## src/rtl/ksd_pkg.sv

```systemverilog
// shared types, constants and helpers for the koch segment subdivider
// no dependencies; used by every module under rtl
package ksd_pkg;

    localparam int MAX_DEPTH   = 3;
    localparam int COORD_WIDTH = 16;
    localparam int CFG_WIDTH   = 2;

    // level counter holds 0..MAX_DEPTH, stack index holds 0..MAX_DEPTH-1
    localparam int LW = $clog2(MAX_DEPTH + 1);
    localparam int IW = (MAX_DEPTH > 1) ? $clog2(MAX_DEPTH) : 1;

    // difference of two coordinates, and the width the saturating sums work in
    localparam int DW    = COORD_WIDTH + 1;
    localparam int SAT_W = COORD_WIDTH + 3;

    // divide by 3 as multiply by ceil(2^k/3) then shift, exact for |d| < 2^(k-1)
    localparam int DIV3_SHIFT = COORD_WIDTH + 2;
    localparam int RW         = DIV3_SHIFT - 1;
    localparam logic [RW-1:0] DIV3_RECIP =
        RW'(((64'd1 << DIV3_SHIFT) + 64'd2) / 64'd3);

    // sin 60 in q10
    localparam int Q_FRAC = 10;
    localparam logic signed [10:0] SIN_Q10 = 11'sd887;

    localparam logic [1:0] LAST_CHILD = 2'd3;

    // front to back queue
    localparam int QDEPTH = 2;
    localparam int QPW    = $clog2(QDEPTH);
    localparam int QCW    = $clog2(QDEPTH + 1);

    typedef logic signed [COORD_WIDTH-1:0] coord_t;

    typedef struct packed {
        coord_t x;
        coord_t y;
    } point_t;

    typedef point_t [4:0] pts_t;

    typedef struct packed {
        coord_t start_x;
        coord_t start_y;
        coord_t end_x;
        coord_t end_y;
    } seg_in_t;

    typedef struct packed {
        coord_t pt0_x;
        coord_t pt0_y;
        coord_t pt1_x;
        coord_t pt1_y;
        coord_t pt2_x;
        coord_t pt2_y;
        coord_t pt3_x;
        coord_t pt3_y;
        coord_t pt4_x;
        coord_t pt4_y;
        logic   last_leaf;
    } leaf_out_t;

    typedef struct packed {
        seg_in_t        seg;
        logic [LW-1:0]  level;
    } q_item_t;

    // clamp to the signed coordinate range
    function automatic coord_t sat(input logic signed [SAT_W-1:0] v);
        logic signed [SAT_W-1:0] hi;
        logic signed [SAT_W-1:0] lo;
        hi = {{(SAT_W - COORD_WIDTH + 1){1'b0}}, {(COORD_WIDTH - 1){1'b1}}};
        lo = ~hi;
        if (v > hi)
            return hi[COORD_WIDTH-1:0];
        else if (v < lo)
            return lo[COORD_WIDTH-1:0];
        else
            return v[COORD_WIDTH-1:0];
    endfunction

endpackage

```

## src/rtl/ksd_front.sv

```systemverilog
// front part: depth register, input acceptance, level classification, short queue
// depends on ksd_pkg
module ksd_front
    import ksd_pkg::*;
(
    input  logic                 clk,
    input  logic                 rst_n,
    input  logic                 cfg_we,
    input  logic [CFG_WIDTH-1:0] cfg_data,
    input  logic                 seg_valid,
    output logic                 seg_stall,
    input  seg_in_t              seg,
    output logic                 q_valid,
    input  logic                 q_pop,
    output q_item_t              q_item
);

    logic [CFG_WIDTH-1:0] depth_reg;
    q_item_t              entry_reg [QDEPTH];
    logic [QPW-1:0]       wr_ptr_reg, wr_ptr_next;
    logic [QPW-1:0]       rd_ptr_reg, rd_ptr_next;
    logic [QCW-1:0]       count_reg, count_next;
    logic                 push;
    logic                 pop;
    logic [LW-1:0]        level;

    // levels above the supported maximum fold down to it
    always_comb
    begin
        if (int'(depth_reg) > MAX_DEPTH)
            level = LW'(MAX_DEPTH);
        else
            level = LW'(depth_reg);
    end

    assign seg_stall = (count_reg == QCW'(QDEPTH));
    assign push      = seg_valid && !seg_stall;
    assign pop       = q_pop && (count_reg != '0);

    always_comb
    begin
        wr_ptr_next = wr_ptr_reg;
        rd_ptr_next = rd_ptr_reg;
        count_next  = count_reg;
        if (push)
        begin
            wr_ptr_next = (wr_ptr_reg == QPW'(QDEPTH - 1)) ? '0 : wr_ptr_reg + 1'b1;
        end
        if (pop)
        begin
            rd_ptr_next = (rd_ptr_reg == QPW'(QDEPTH - 1)) ? '0 : rd_ptr_reg + 1'b1;
        end
        if (push && !pop)
            count_next = count_reg + 1'b1;
        else if (pop && !push)
            count_next = count_reg - 1'b1;
    end

    always_ff @(posedge clk or negedge rst_n)
    begin
        if (!rst_n)
        begin
            depth_reg  <= CFG_WIDTH'(MAX_DEPTH);
            wr_ptr_reg <= '0;
            rd_ptr_reg <= '0;
            count_reg  <= '0;
        end
        else
        begin
            if (cfg_we)
                depth_reg <= cfg_data;
            wr_ptr_reg <= wr_ptr_next;
            rd_ptr_reg <= rd_ptr_next;
            count_reg  <= count_next;
        end
    end

    always_ff @(posedge clk)
    begin
        if (push)
        begin
            entry_reg[wr_ptr_reg].seg   <= seg;
            entry_reg[wr_ptr_reg].level <= level;
        end
    end

    assign q_item  = entry_reg[rd_ptr_reg];
    assign q_valid = (count_reg != '0);

    property p_count_bound;
        @(posedge clk) disable iff (!rst_n) count_reg <= QCW'(QDEPTH);
    endproperty
    a_count_bound: assert property (p_count_bound) else $error("queue count overflow");

    property p_push_full;
        @(posedge clk) disable iff (!rst_n)
            (count_reg == QCW'(QDEPTH) && !pop) |=> (count_reg == QCW'(QDEPTH));
    endproperty
    a_push_full: assert property (p_push_full) else $error("queue lost an entry");

    property p_ptr_gap;
        @(posedge clk) disable iff (!rst_n)
            (count_reg == '0) |-> (wr_ptr_reg == rd_ptr_reg);
    endproperty
    a_ptr_gap: assert property (p_ptr_gap) else $error("queue pointers out of step");

endmodule

```

## src/rtl/ksd_geom.sv

```systemverilog
// geometry pipeline: thirds, second third and apex of one segment in six stages
// depends on ksd_pkg
module ksd_geom
    import ksd_pkg::*;
(
    input  logic   clk,
    input  logic   rst_n,
    input  logic   start,
    input  point_t p0,
    input  point_t p4,
    output logic   done,
    output pts_t   res
);

    localparam int PW = COORD_WIDTH + RW;
    localparam int EW = DW + 11;
    localparam int TW = EW - Q_FRAC;

    logic [5:0] v_reg;

    // per axis: index 0 is x, 1 is y
    coord_t                  in0   [2];
    coord_t                  in4   [2];
    logic signed [DW-1:0]    dif   [2];
    logic signed [DW-1:0]    ndif  [2];

    coord_t                  a_p0_reg  [2];
    coord_t                  a_p4_reg  [2];
    logic [COORD_WIDTH-1:0]  a_mag_reg [2];
    logic                    a_neg_reg [2];

    coord_t                  b_p0_reg   [2];
    coord_t                  b_p4_reg   [2];
    logic [PW-1:0]           b_prod_reg [2];
    logic                    b_neg_reg  [2];

    logic [DW-1:0]           lpos [2];
    logic signed [DW-1:0]    lsig [2];
    logic signed [SAT_W-1:0] s1   [2];
    logic signed [SAT_W-1:0] s3   [2];
    coord_t                  c_p0_reg [2];
    coord_t                  c_p1_reg [2];
    coord_t                  c_p3_reg [2];
    coord_t                  c_p4_reg [2];

    coord_t                  d_p0_reg   [2];
    coord_t                  d_p1_reg   [2];
    coord_t                  d_p3_reg   [2];
    coord_t                  d_p4_reg   [2];
    logic signed [DW-1:0]    d_diff_reg [2];

    logic signed [DW-1:0]    hsum [2];
    coord_t                  e_p0_reg   [2];
    coord_t                  e_p1_reg   [2];
    coord_t                  e_p3_reg   [2];
    coord_t                  e_p4_reg   [2];
    logic signed [EW-1:0]    e_prod_reg [2];
    logic signed [DW-1:0]    e_half_reg [2];

    logic signed [EW-1:0]    tsum [2];
    logic signed [TW-1:0]    trq  [2];
    logic signed [SAT_W-1:0] apex_x;
    logic signed [SAT_W-1:0] apex_y;
    pts_t                    res_reg;

    always_ff @(posedge clk or negedge rst_n)
    begin
        if (!rst_n)
            v_reg <= '0;
        else
            v_reg <= {v_reg[4:0], start};
    end

    assign in0[0] = p0.x;
    assign in0[1] = p0.y;
    assign in4[0] = p4.x;
    assign in4[1] = p4.y;

    // stage a: difference and its magnitude
    always_comb
    begin
        for (int ax = 0; ax < 2; ax++)
        begin
            dif[ax]  = $signed({in4[ax][COORD_WIDTH-1], in4[ax]})
                     - $signed({in0[ax][COORD_WIDTH-1], in0[ax]});
            ndif[ax] = -dif[ax];
        end
    end

    // stage c: thirds and the two third points
    always_comb
    begin
        for (int ax = 0; ax < 2; ax++)
        begin
            lpos[ax] = {2'b00, b_prod_reg[ax][PW-1:DIV3_SHIFT]};
            lsig[ax] = b_neg_reg[ax] ? -$signed(lpos[ax]) : $signed(lpos[ax]);
            s1[ax]   = $signed({{3{b_p0_reg[ax][COORD_WIDTH-1]}}, b_p0_reg[ax]})
                     + $signed({{2{lsig[ax][DW-1]}}, lsig[ax]});
            s3[ax]   = $signed({{3{b_p4_reg[ax][COORD_WIDTH-1]}}, b_p4_reg[ax]})
                     - $signed({{2{lsig[ax][DW-1]}}, lsig[ax]});
        end
    end

    // stage e: halves truncated toward zero
    always_comb
    begin
        for (int ax = 0; ax < 2; ax++)
        begin
            hsum[ax] = d_diff_reg[ax]
                     + $signed({{(DW - 1){1'b0}}, d_diff_reg[ax][DW-1]});
        end
    end

    // stage f: q10 products truncated toward zero, apex sums
    always_comb
    begin
        for (int ax = 0; ax < 2; ax++)
        begin
            tsum[ax] = e_prod_reg[ax]
                     + $signed({{(EW - Q_FRAC){1'b0}}, {Q_FRAC{e_prod_reg[ax][EW-1]}}});
            trq[ax]  = tsum[ax][EW-1:Q_FRAC];
        end
        // apex x uses p/2 and q*sin, apex y uses -p*sin and q/2
        apex_x = $signed({{3{e_p1_reg[0][COORD_WIDTH-1]}}, e_p1_reg[0]})
               + $signed({{2{e_half_reg[0][DW-1]}}, e_half_reg[0]})
               + $signed({trq[1][TW-1], trq[1]});
        apex_y = $signed({{3{e_p1_reg[1][COORD_WIDTH-1]}}, e_p1_reg[1]})
               - $signed({trq[0][TW-1], trq[0]})
               + $signed({{2{e_half_reg[1][DW-1]}}, e_half_reg[1]});
    end

    always_ff @(posedge clk)
    begin
        for (int ax = 0; ax < 2; ax++)
        begin
            a_p0_reg[ax]  <= in0[ax];
            a_p4_reg[ax]  <= in4[ax];
            a_neg_reg[ax] <= dif[ax][DW-1];
            a_mag_reg[ax] <= dif[ax][DW-1] ? ndif[ax][COORD_WIDTH-1:0]
                                           : dif[ax][COORD_WIDTH-1:0];

            b_p0_reg[ax]   <= a_p0_reg[ax];
            b_p4_reg[ax]   <= a_p4_reg[ax];
            b_neg_reg[ax]  <= a_neg_reg[ax];
            b_prod_reg[ax] <= PW'(a_mag_reg[ax]) * PW'(DIV3_RECIP);

            c_p0_reg[ax] <= b_p0_reg[ax];
            c_p4_reg[ax] <= b_p4_reg[ax];
            c_p1_reg[ax] <= sat(s1[ax]);
            c_p3_reg[ax] <= sat(s3[ax]);

            d_p0_reg[ax]   <= c_p0_reg[ax];
            d_p1_reg[ax]   <= c_p1_reg[ax];
            d_p3_reg[ax]   <= c_p3_reg[ax];
            d_p4_reg[ax]   <= c_p4_reg[ax];
            d_diff_reg[ax] <= $signed({c_p3_reg[ax][COORD_WIDTH-1], c_p3_reg[ax]})
                            - $signed({c_p1_reg[ax][COORD_WIDTH-1], c_p1_reg[ax]});

            e_p0_reg[ax]   <= d_p0_reg[ax];
            e_p1_reg[ax]   <= d_p1_reg[ax];
            e_p3_reg[ax]   <= d_p3_reg[ax];
            e_p4_reg[ax]   <= d_p4_reg[ax];
            e_prod_reg[ax] <= d_diff_reg[ax] * SIN_Q10;
            e_half_reg[ax] <= hsum[ax] >>> 1;
        end
        // result holds until the next segment reaches the last stage
        if (v_reg[4])
        begin
            res_reg[0].x <= e_p0_reg[0];
            res_reg[0].y <= e_p0_reg[1];
            res_reg[1].x <= e_p1_reg[0];
            res_reg[1].y <= e_p1_reg[1];
            res_reg[2].x <= sat(apex_x);
            res_reg[2].y <= sat(apex_y);
            res_reg[3].x <= e_p3_reg[0];
            res_reg[3].y <= e_p3_reg[1];
            res_reg[4].x <= e_p4_reg[0];
            res_reg[4].y <= e_p4_reg[1];
        end
    end

    assign done = v_reg[5];
    assign res  = res_reg;

endmodule

```

## src/rtl/ksd_walk.sv

```systemverilog
// back part: depth-first walk over the subdivision tree, level stack memory,
// output register; depends on ksd_pkg and drives ksd_geom
module ksd_walk
    import ksd_pkg::*;
(
    input  logic      clk,
    input  logic      rst_n,
    input  logic      q_valid,
    output logic      q_pop,
    input  q_item_t   q_item,
    output logic      g_start,
    output point_t    g_p0,
    output point_t    g_p4,
    input  logic      g_done,
    input  pts_t      g_res,
    output logic      leaf_valid,
    input  logic      leaf_stall,
    output leaf_out_t leaf
);

    typedef enum logic [3:0] {
        ST_IDLE  = 4'b0001,
        ST_CALC  = 4'b0010,
        ST_LEAF  = 4'b0100,
        ST_FETCH = 4'b1000
    } state_t;

    state_t        state_reg, state_next;
    logic [LW-1:0] level_reg, level_next;
    logic [LW-1:0] top_reg, top_next;
    logic [IW-1:0] fetch_reg, fetch_next;
    logic [1:0]    child_reg [MAX_DEPTH];
    logic [1:0]    child_next [MAX_DEPTH];
    logic          out_valid_reg, out_valid_next;
    leaf_out_t     out_reg;

    // one row per level: the five points of the open segment
    pts_t          mem [MAX_DEPTH];
    pts_t          rd_row_reg;
    logic          mem_we;
    logic [IW-1:0] mem_waddr;
    logic          rd_re;

    logic          found;
    logic [IW-1:0] sel;
    logic          last;
    logic          out_free;
    logic          out_load;
    logic [1:0]    fchild;

    // nearest ancestor level that still has a child to visit
    always_comb
    begin
        found = 1'b0;
        sel   = '0;
        for (int i = MAX_DEPTH - 1; i >= 0; i--)
        begin
            if ((LW'(i) < top_reg) && (child_reg[i] != LAST_CHILD))
            begin
                found = 1'b1;
                sel   = IW'(i);
            end
        end
        last = !found;
    end

    assign out_free = !out_valid_reg || !leaf_stall;
    assign fchild   = child_reg[fetch_reg];

    always_comb
    begin
        state_next = state_reg;
        level_next = level_reg;
        top_next   = top_reg;
        fetch_next = fetch_reg;
        for (int i = 0; i < MAX_DEPTH; i++)
            child_next[i] = child_reg[i];
        g_start   = 1'b0;
        g_p0      = g_res[0];
        g_p4      = g_res[1];
        q_pop     = 1'b0;
        mem_we    = 1'b0;
        mem_waddr = IW'(level_reg - LW'(1));
        rd_re     = 1'b0;
        out_load  = 1'b0;

        case (state_reg)
            ST_IDLE:
            begin
                g_p0.x = q_item.seg.start_x;
                g_p0.y = q_item.seg.start_y;
                g_p4.x = q_item.seg.end_x;
                g_p4.y = q_item.seg.end_y;
                if (q_valid)
                begin
                    q_pop      = 1'b1;
                    g_start    = 1'b1;
                    level_next = q_item.level;
                    top_next   = q_item.level;
                    state_next = ST_CALC;
                end
            end
            ST_CALC:
            begin
                if (g_done)
                begin
                    if (level_reg == '0)
                        state_next = ST_LEAF;
                    else
                    begin
                        // push the points and descend into child 0
                        mem_we                             = 1'b1;
                        child_next[IW'(level_reg - LW'(1))] = '0;
                        g_start                            = 1'b1;
                        level_next                         = level_reg - LW'(1);
                    end
                end
            end
            ST_LEAF:
            begin
                if (out_free)
                begin
                    out_load = 1'b1;
                    if (last)
                        state_next = ST_IDLE;
                    else
                    begin
                        child_next[sel] = child_reg[sel] + 2'd1;
                        fetch_next      = sel;
                        level_next      = LW'(sel);
                        rd_re           = 1'b1;
                        state_next      = ST_FETCH;
                    end
                end
            end
            ST_FETCH:
            begin
                g_p0       = rd_row_reg[3'(fchild)];
                g_p4       = rd_row_reg[3'(fchild) + 3'd1];
                g_start    = 1'b1;
                state_next = ST_CALC;
            end
            default:
            begin
                state_next = ST_IDLE;
            end
        endcase

        if (out_load)
            out_valid_next = 1'b1;
        else if (!leaf_stall)
            out_valid_next = 1'b0;
        else
            out_valid_next = out_valid_reg;
    end

    always_ff @(posedge clk or negedge rst_n)
    begin
        if (!rst_n)
        begin
            state_reg     <= ST_IDLE;
            level_reg     <= '0;
            top_reg       <= '0;
            fetch_reg     <= '0;
            out_valid_reg <= 1'b0;
            for (int i = 0; i < MAX_DEPTH; i++)
                child_reg[i] <= '0;
        end
        else
        begin
            state_reg     <= state_next;
            level_reg     <= level_next;
            top_reg       <= top_next;
            fetch_reg     <= fetch_next;
            out_valid_reg <= out_valid_next;
            for (int i = 0; i < MAX_DEPTH; i++)
                child_reg[i] <= child_next[i];
        end
    end

    always_ff @(posedge clk)
    begin
        if (mem_we)
            mem[mem_waddr] <= g_res;
        if (rd_re)
            rd_row_reg <= mem[sel];
    end

    always_ff @(posedge clk)
    begin
        if (out_load)
        begin
            out_reg.pt0_x     <= g_res[0].x;
            out_reg.pt0_y     <= g_res[0].y;
            out_reg.pt1_x     <= g_res[1].x;
            out_reg.pt1_y     <= g_res[1].y;
            out_reg.pt2_x     <= g_res[2].x;
            out_reg.pt2_y     <= g_res[2].y;
            out_reg.pt3_x     <= g_res[3].x;
            out_reg.pt3_y     <= g_res[3].y;
            out_reg.pt4_x     <= g_res[4].x;
            out_reg.pt4_y     <= g_res[4].y;
            out_reg.last_leaf <= last;
        end
    end

    assign leaf_valid = out_valid_reg;
    assign leaf       = out_reg;

    property p_done_in_calc;
        @(posedge clk) disable iff (!rst_n) g_done |-> (state_reg == ST_CALC);
    endproperty
    a_done_in_calc: assert property (p_done_in_calc)
        else $error("geometry result arrived outside calc");

    property p_leaf_level;
        @(posedge clk) disable iff (!rst_n) (state_reg == ST_LEAF) |-> (level_reg == '0);
    endproperty
    a_leaf_level: assert property (p_leaf_level)
        else $error("leaf emitted above level zero");

    property p_pop_valid;
        @(posedge clk) disable iff (!rst_n) q_pop |-> q_valid;
    endproperty
    a_pop_valid: assert property (p_pop_valid) else $error("pop from empty queue");

    property p_fetch_index;
        @(posedge clk) disable iff (!rst_n)
            (state_reg == ST_FETCH) |-> (LW'(fetch_reg) < top_reg);
    endproperty
    a_fetch_index: assert property (p_fetch_index)
        else $error("fetch from a level outside the tree");

endmodule

```

## src/rtl/koch_segment_subdivider.sv

```systemverilog
// koch segment subdivider, top level: front queue, geometry pipeline, tree walker
// the first leaf word of a segment follows one geometry pass per level, from its level down to zero
// one geometry pipeline of six stages serves every segment of the tree, one segment at a time;
//   the walker takes the next input word only after the last leaf of the one before,
//   and output stalls hold the walk
// reset: depth returns to 3, queue and output register empty, walker idle
module koch_segment_subdivider
    import ksd_pkg::*;
(
    input  logic                 clk,
    input  logic                 rst_n,
    // depth register write
    input  logic                 cfg_we,
    input  logic [CFG_WIDTH-1:0] cfg_data,
    // input segment channel
    input  logic                 seg_valid,
    output logic                 seg_stall,
    input  seg_in_t              seg,
    // leaf result channel
    output logic                 leaf_valid,
    input  logic                 leaf_stall,
    output leaf_out_t            leaf
);

    // front to back queue handshake
    logic    q_valid;
    logic    q_pop;
    q_item_t q_item;

    // walker to geometry pipeline
    logic    g_start;
    point_t  g_p0;
    point_t  g_p4;
    logic    g_done;
    pts_t    g_res;

    // front: takes segments, tags each with its level, buffers two words
    ksd_front u_front (
        .clk       (clk),
        .rst_n     (rst_n),
        .cfg_we    (cfg_we),
        .cfg_data  (cfg_data),
        .seg_valid (seg_valid),
        .seg_stall (seg_stall),
        .seg       (seg),
        .q_valid   (q_valid),
        .q_pop     (q_pop),
        .q_item    (q_item)
    );

    // thirds and apex for one segment, result held until the next one finishes
    ksd_geom u_geom (
        .clk   (clk),
        .rst_n (rst_n),
        .start (g_start),
        .p0    (g_p0),
        .p4    (g_p4),
        .done  (g_done),
        .res   (g_res)
    );

    // depth-first walk, level stack and leaf output register
    ksd_walk u_walk (
        .clk        (clk),
        .rst_n      (rst_n),
        .q_valid    (q_valid),
        .q_pop      (q_pop),
        .q_item     (q_item),
        .g_start    (g_start),
        .g_p0       (g_p0),
        .g_p4       (g_p4),
        .g_done     (g_done),
        .g_res      (g_res),
        .leaf_valid (leaf_valid),
        .leaf_stall (leaf_stall),
        .leaf       (leaf)
    );

endmodule
```

## config.mk

```make
export PLATFORM = sky130hd
export DESIGN_NAME = koch_segment_subdivider
export DESIGN_NICKNAME = d
export VERILOG_FILES = /design/src/rtl/ksd_pkg.sv /design/src/rtl/ksd_front.sv /design/src/rtl/ksd_geom.sv /design/src/rtl/ksd_walk.sv /design/src/rtl/koch_segment_subdivider.sv
export SDC_FILE = /design/constraint.sdc
export NUM_CORES = 2
export LEC_CHECK = 0
export BUFFER_PORTS_ARGS = -buffer_cell sky130_fd_sc_hd__buf_4
export CAP_MARGIN = 20
export CORE_AREA = 5 5 354 356
export CTS_BUF_LIST = sky130_fd_sc_hd__clkbuf_2
export DETAILED_ROUTE_END_ITERATION = 8
export DIE_AREA = 0 0 359 361
export GPL_TIMING_DRIVEN = 0
export PLACE_DENSITY = 0.92
export SLEW_MARGIN = 15
export SYNTH_ARGS = -nofsm -noshare
export SYNTH_HDL_FRONTEND = slang
export SYNTH_SLANG_ARGS = --single-unit
```

## constraint.sdc

```tcl
create_clock -name clk -period 46.4 [get_ports clk]
set_input_delay 4.64 -clock clk [delete_from_list [all_inputs] [get_ports clk]]
set_output_delay 4.64 -clock clk [all_outputs]
set_load 0.01 [all_outputs]
```

Yosys cells after proc, flatten, opt, wreduce, memory -nomap -nowiden
Memories as Yosys holds them, arrays and structs flattened. A register that Yosys moved wholly into a read port is not among the register bits.
Index checks and enable logic that the tools add are counted.
{ "word_totals": {"regBits": 254, "latchBits": 0, "ram_bits": 1348, "romBits": 0, "inputBits": 71, "output_inout_bits": 163, "word_cells": 227, "mem_count": 25} }
{ "op_classes": {"add_sub_neg": 27, "multipliers": 4, "div_mod_pow": 0, "order_cmp": 22, "eq_ne": 15, "shift": 0, "muxes": 75, "bitwise": 5, "reduce_logical": 26} }
{ "mem_list": {"columns": ["memory", "depth", "word_bits", "read_ports", "rd_clocked_by_memory_dff", "wr", "line_no", "rtl"], "rows": [
  ["u_walk.mem", 3, 160, 1, 1, 1, "ksd_walk.sv:38", "pts_t mem [MAX_DEPTH];"],
  ["u_front.entry_reg", 2, 66, 1, 0, 1, "ksd_front.sv:19", "q_item_t entry_reg [QDEPTH];"],
  ["u_geom.b_prod_reg", 2, 32, 2, 0, 2, "ksd_geom.sv:34", "logic [PW-1:0] b_prod_reg [2];"],
  ["u_geom.e_prod_reg", 2, 28, 2, 0, 2, "ksd_geom.sv:57", "logic signed [EW-1:0] e_prod_reg [2];"],
  ["u_geom.d_diff_reg", 2, 17, 2, 0, 2, "ksd_geom.sv:50", "logic signed [DW-1:0] d_diff_reg [2];"],
  ["u_geom.e_half_reg", 2, 17, 2, 0, 2, "ksd_geom.sv:58", "logic signed [DW-1:0] e_half_reg [2];"],
  ["+19 memories", null, null, null, null, null, null, null]
]} }
{ "op_table": {"columns": ["cell", "count"], "rows": [
  ["$mux 16", 12],
  ["$pmux 32 s2", 2],
  ["$gt 19x16->1 const B", 6],
  ["$lt 19x16->1 const B", 6],
  ["$bmux 32 s3", 1],
  ["$sub 16x16->17", 4],
  ["$bmux 32 s2", 1],
  ["$mul 16x16->32 const B", 2],
  ["$mux 32", 2],
  ["$add 28x11->28", 2],
  ["$mul 17x11->28 const B", 2],
  ["$add 16x17->18", 3],
  ["$sub 16x17->18", 2],
  ["$add 17x2->17", 2],
  ["$mux 17", 2],
  ["$neg 15->17", 2],
  ["$mux 2", 16],
  ["$neg 16->16", 2],
  ["$mux 6", 4],
  ["$mux 1", 21],
  ["$mux 4", 5],
  ["$add 18x18->19", 1],
  ["$add 19x17->19", 1],
  ["$sub 16x18->19", 1],
  ["38 further kinds", 72]
]} }

Logic depth before layout (Yosys ltp)
{ "logic_depth": {"word_depth": 14, "ltp_mapped": 27} }

Hierarchy
From an unflattened synthesis, not the netlist that was laid out.
{ "unflattened": {"hier_cells": 6607, "hier_area_um2": 84793.8} }
{ "modules_own_cells": {"columns": ["module", "n_inst", "cells_each", "area_per_inst_um2"], "rows": [
  ["ksd_geom", 1, 4393, 48554.1],
  ["ksd_walk", 1, 1986, 31091.1],
  ["ksd_front", 1, 228, 5148.7]
]} }

Worst setup path before layout
Ideal clock, no wire load.
{ "synth_timing": {"path_kind": "input-to-reg", "from": "input port leaf_stall", "to": "register u_walk.fetch_reg[0]", "setup_ps": 102, "arrival_time_ps": 20585, "t_required_ps": 46298, "slack_ps": 25714, "cell_stages": 3, "path_cell_list": "a21oi_1 > nor2b_1 > mux2_2"} }
{ "synth_between": {"elab_chain_cells": 3} }
{ "synth_rtl": {"columns": ["item", "line_no", "rtl"], "rows": [
  ["start: declaration", "koch_segment_subdivider.sv:21", "input logic leaf_stall,"],
  ["$logic_not 1->1", "ksd_walk.sv:67", "assign out_free = !out_valid_reg || !leaf_stall;"],
  ["$logic_or 1x1->1", "ksd_walk.sv:67", null],
  ["$reduce_and 3->1 (no line)", null, null],
  ["end signal: assignment", "ksd_walk.sv:174", "fetch_reg <= fetch_next;"],
  ["end: declaration", "ksd_walk.sv:31", "logic [IW-1:0] fetch_reg, fetch_next;"]
]} }
Every way passes these cells.
A chain may end at the register's enable or synchronous reset.

==> flow_metrics.tcl <==
set metrics [dict create \
    final_nets 8438 \
    numCtsBuffers 423 \
    initial_core_util_pct 69.5 \
    drive_gt1_share_pct 13.2 \
    syn_area_per_cell_um2 12.7 \
    criticalPathCategory "flip-flop to flip-flop" \
    final-setup-viol-count 0 \
    drc 0 \
    top_register "u_walk.mem" \
    synth_cells 6642 \
    cts_tree "done" \
    gr-usage-all-layers_pct 36.4 \
    async_flop_share_pct 1.59 \
    grt_first_pass_wirelength_um 353000 \
    fp.dieH_um 361 \
    cts_buffer_depth 4 \
    clk_latency_ns 1.90 \
    coreArea_um2 121000 \
    maxSlewViolCount 0 \
    end_kind "flip-flop" \
    path_clk_slew_ns 0.13 \
    rsz0062_at_grt "no" \
    num_rows 128 \
    setup_tns_ns 0 \
    dp_hpwl_um 178000 \
    multi_input_area_um2 32800 \
    ios 234 \
    netlist_top_cells_count "1093 x edfxtp_1, 935 x inv_1, 700 x dfxtp_1" \
    synth_cell_types 93 \
    yosysTopAreaCellShare_pct 38.9 \
    ys_seq_area_share_pct 56.4 \
    portBuffers 233 \
    drt_iter0_drc 7288 \
    grt_pass1_vias 57943 \
    cts_sinks 1822 \
    die_width_um 359 \
    fin_util_pct 76.6 \
    synthFlopType "edfxtp_1" \
    cts_setup_buffers 0 \
    status "complete, no violations" \
    finalHoldViolCount 0 \
    largest_reg_flops 480 \
    gp_congestion 0.989 \
    grt_overflow 0 \
    grt_max_degree 55 \
    skew_ns 0.304 \
    seq_area_um2 47600 \
    synth-seq-cells 1822 \
    synth-edff-count 1093 \
    max-slew-margin-rel_pct 17.6 \
    period_share_pct 17.5 \
    critical-path-top-delay-family "buffers and inverters" \
    cts_hold_buffers 0 \
    ant_nets 0 \
    hold_class "flip-flop to flip-flop" \
    drt_pass1_iterations 6 \
    syn_area_um2 84400 \
    fin_area_um2 93000 \
    fill_cells 7139 \
    cp_data_required_time_ns 47.88 \
    arrival_ns 9.60 \
    period_needed_ns 8.11 \
    areaGrowthSynthToFinish_pct 10.1 \
    fmax_mhz 123 \
    vias 56751 \
    antenna_found_initial 31 \
    cp_cell_sequence "mux2i_1 > o21ai_0 > clkbuf_1 > clkbuf_1 > ha_1 > clkbuf_1 > clkinv_1 > nand2_1 > clkbuf_1 > o22ai_1 > o21ai_0 > o221ai_1 > ha_1 > nor2b_1 > o31ai_1 > nand2b_1 > a21oi_1 > xnor2_1 > or4_1 > or3_1 > nor3_1 > a31oi_1 > xnor2_1" \
    cts_max_level 5 \
    viasPerCell 6.09 \
    cap_violations 0 \
    regToRegSetupSlack_ns 38.29 \
    path_buf_inv 5 \
    wire_per_inst_um 25.6 \
    cp_max_fo 10 \
    yosysWarnings 0 \
    worst_slew_pin_slew_ns 1.24 \
    crit_path_start_kind "flip-flop" \
    root_buffer "clkbuf_2" \
    yosysMostFrequentCell "edfxtp_1" \
    die-area_um2 130000 \
    synth_nets 7746 \
    wirelength_um 239000 \
    placed_area_um2 89000 \
    synth_largest_area_cell "edfxtp_1" \
    critical-path-slowest-cell "or4_1" \
    synthTopCellsByArea "edfxtp_1 39%, dfxtp_1 17%, fa_1 9.5%" \
    cts_resized 0 \
    path_common_cell "clkbuf_1" \
    crit_path_max_incr_delay_ns 0.62 \
]
cell usage in the layout (no fill, tap or decap), types with 94 or more instances in the layout:
master / Yosys / layout
o21ai_0: 167 / 167
inv_1: 935 / 935
a22oi_1: 169 / 169
clkbuf_2: 0 / 613
a21o_1: 107 / 107
clkinv_1: 1 / 111
clkbuf_1: 129 / 129
buf_4: 2 / 236
edfxtp_1: 1093 / 1093
ha_1: 634 / 634
xnor2_1: 231 / 231
xor2_1: 102 / 102
nor2_1: 231 / 229
nand2_1: 542 / 542
dfxtp_1: 700 / 700
mux2i_1: 94 / 94
nand3_1: 96 / 96
a21oi_1: 208 / 207
fa_1: 399 / 399
final cells by class:
| class | instances | area share, % |
|---|---|---|
| Sequential cell | 1822 | 51.2 |
| Tap cell | 1625 | 2.19 |
| Clock buffer | 613 | 3.30 |
| Buffer | 153 | 0.646 |
| Inverter | 937 | 3.78 |
| Antenna cell | 15 | 0.0404 |
| Clock inverter | 152 | 0.870 |
| Multi-Input combinational cell | 3730 | 35.3 |
| Timing Repair Buffer | 267 | 2.73 |
metrics by stage:
step / worst slack [ns] / std cells / hold WS (ns)
after floorplan: 25.71 / 6642 / 0.310
after global placement: 17.80 / 8500 / 0.310
after detailed placement: 39.06 / 8531 / 0.312
after CTS: 38.73 / 9296 / 0.166
after global routing: 38.19 / 9304 / 0.193
final: 38.29 / 9314 / 0.194
final timing paths:
check / start / to / depth (start not counted)
worst max-delay path: u_walk.child_reg[1]$_DFFE_PN0P_ / u_geom.a_mag_reg[0][14]$_DFF_P_ / 23
worst min register to register: u_geom.d_p4_reg[0][15]$_DFF_P_ / u_geom.e_p4_reg[0][15]$_DFF_P_ / 0
min in group asynchronous: rst_n / u_geom.v_reg[0]$_DFF_PN0_ / 1
max in group asynchronous: rst_n / u_front.depth_reg[1]$_DFFE_PN1P_ / 1
worst min-delay path: u_geom.d_p4_reg[0][15]$_DFF_P_ / u_geom.e_p4_reg[0][15]$_DFF_P_ / 0
worst max register to register: u_walk.child_reg[1]$_DFFE_PN0P_ / u_geom.a_mag_reg[0][14]$_DFF_P_ / 23
cells by family after synthesis:
family / synth area share [%]
adder cells (fa/ha/maj): 18.9
AO/OA/AOI/OAI: 8.81
buffers and inverters: 4.88
multiplexers: 1.38
AND/OR/NAND/NOR: 6.27
XOR/XNOR: 3.46
flip-flops: 56.4
layer usage:
metal	global-route usage (%)	part of all wire, %
met5	0	0.029
met4	18.5	5.8
met3	10.9	13
met2	55.9	45
met1	47.9	36
Power is not shown: default switching activity piles up to over one toggle a cycle in this logic, so the estimate is an artifact.
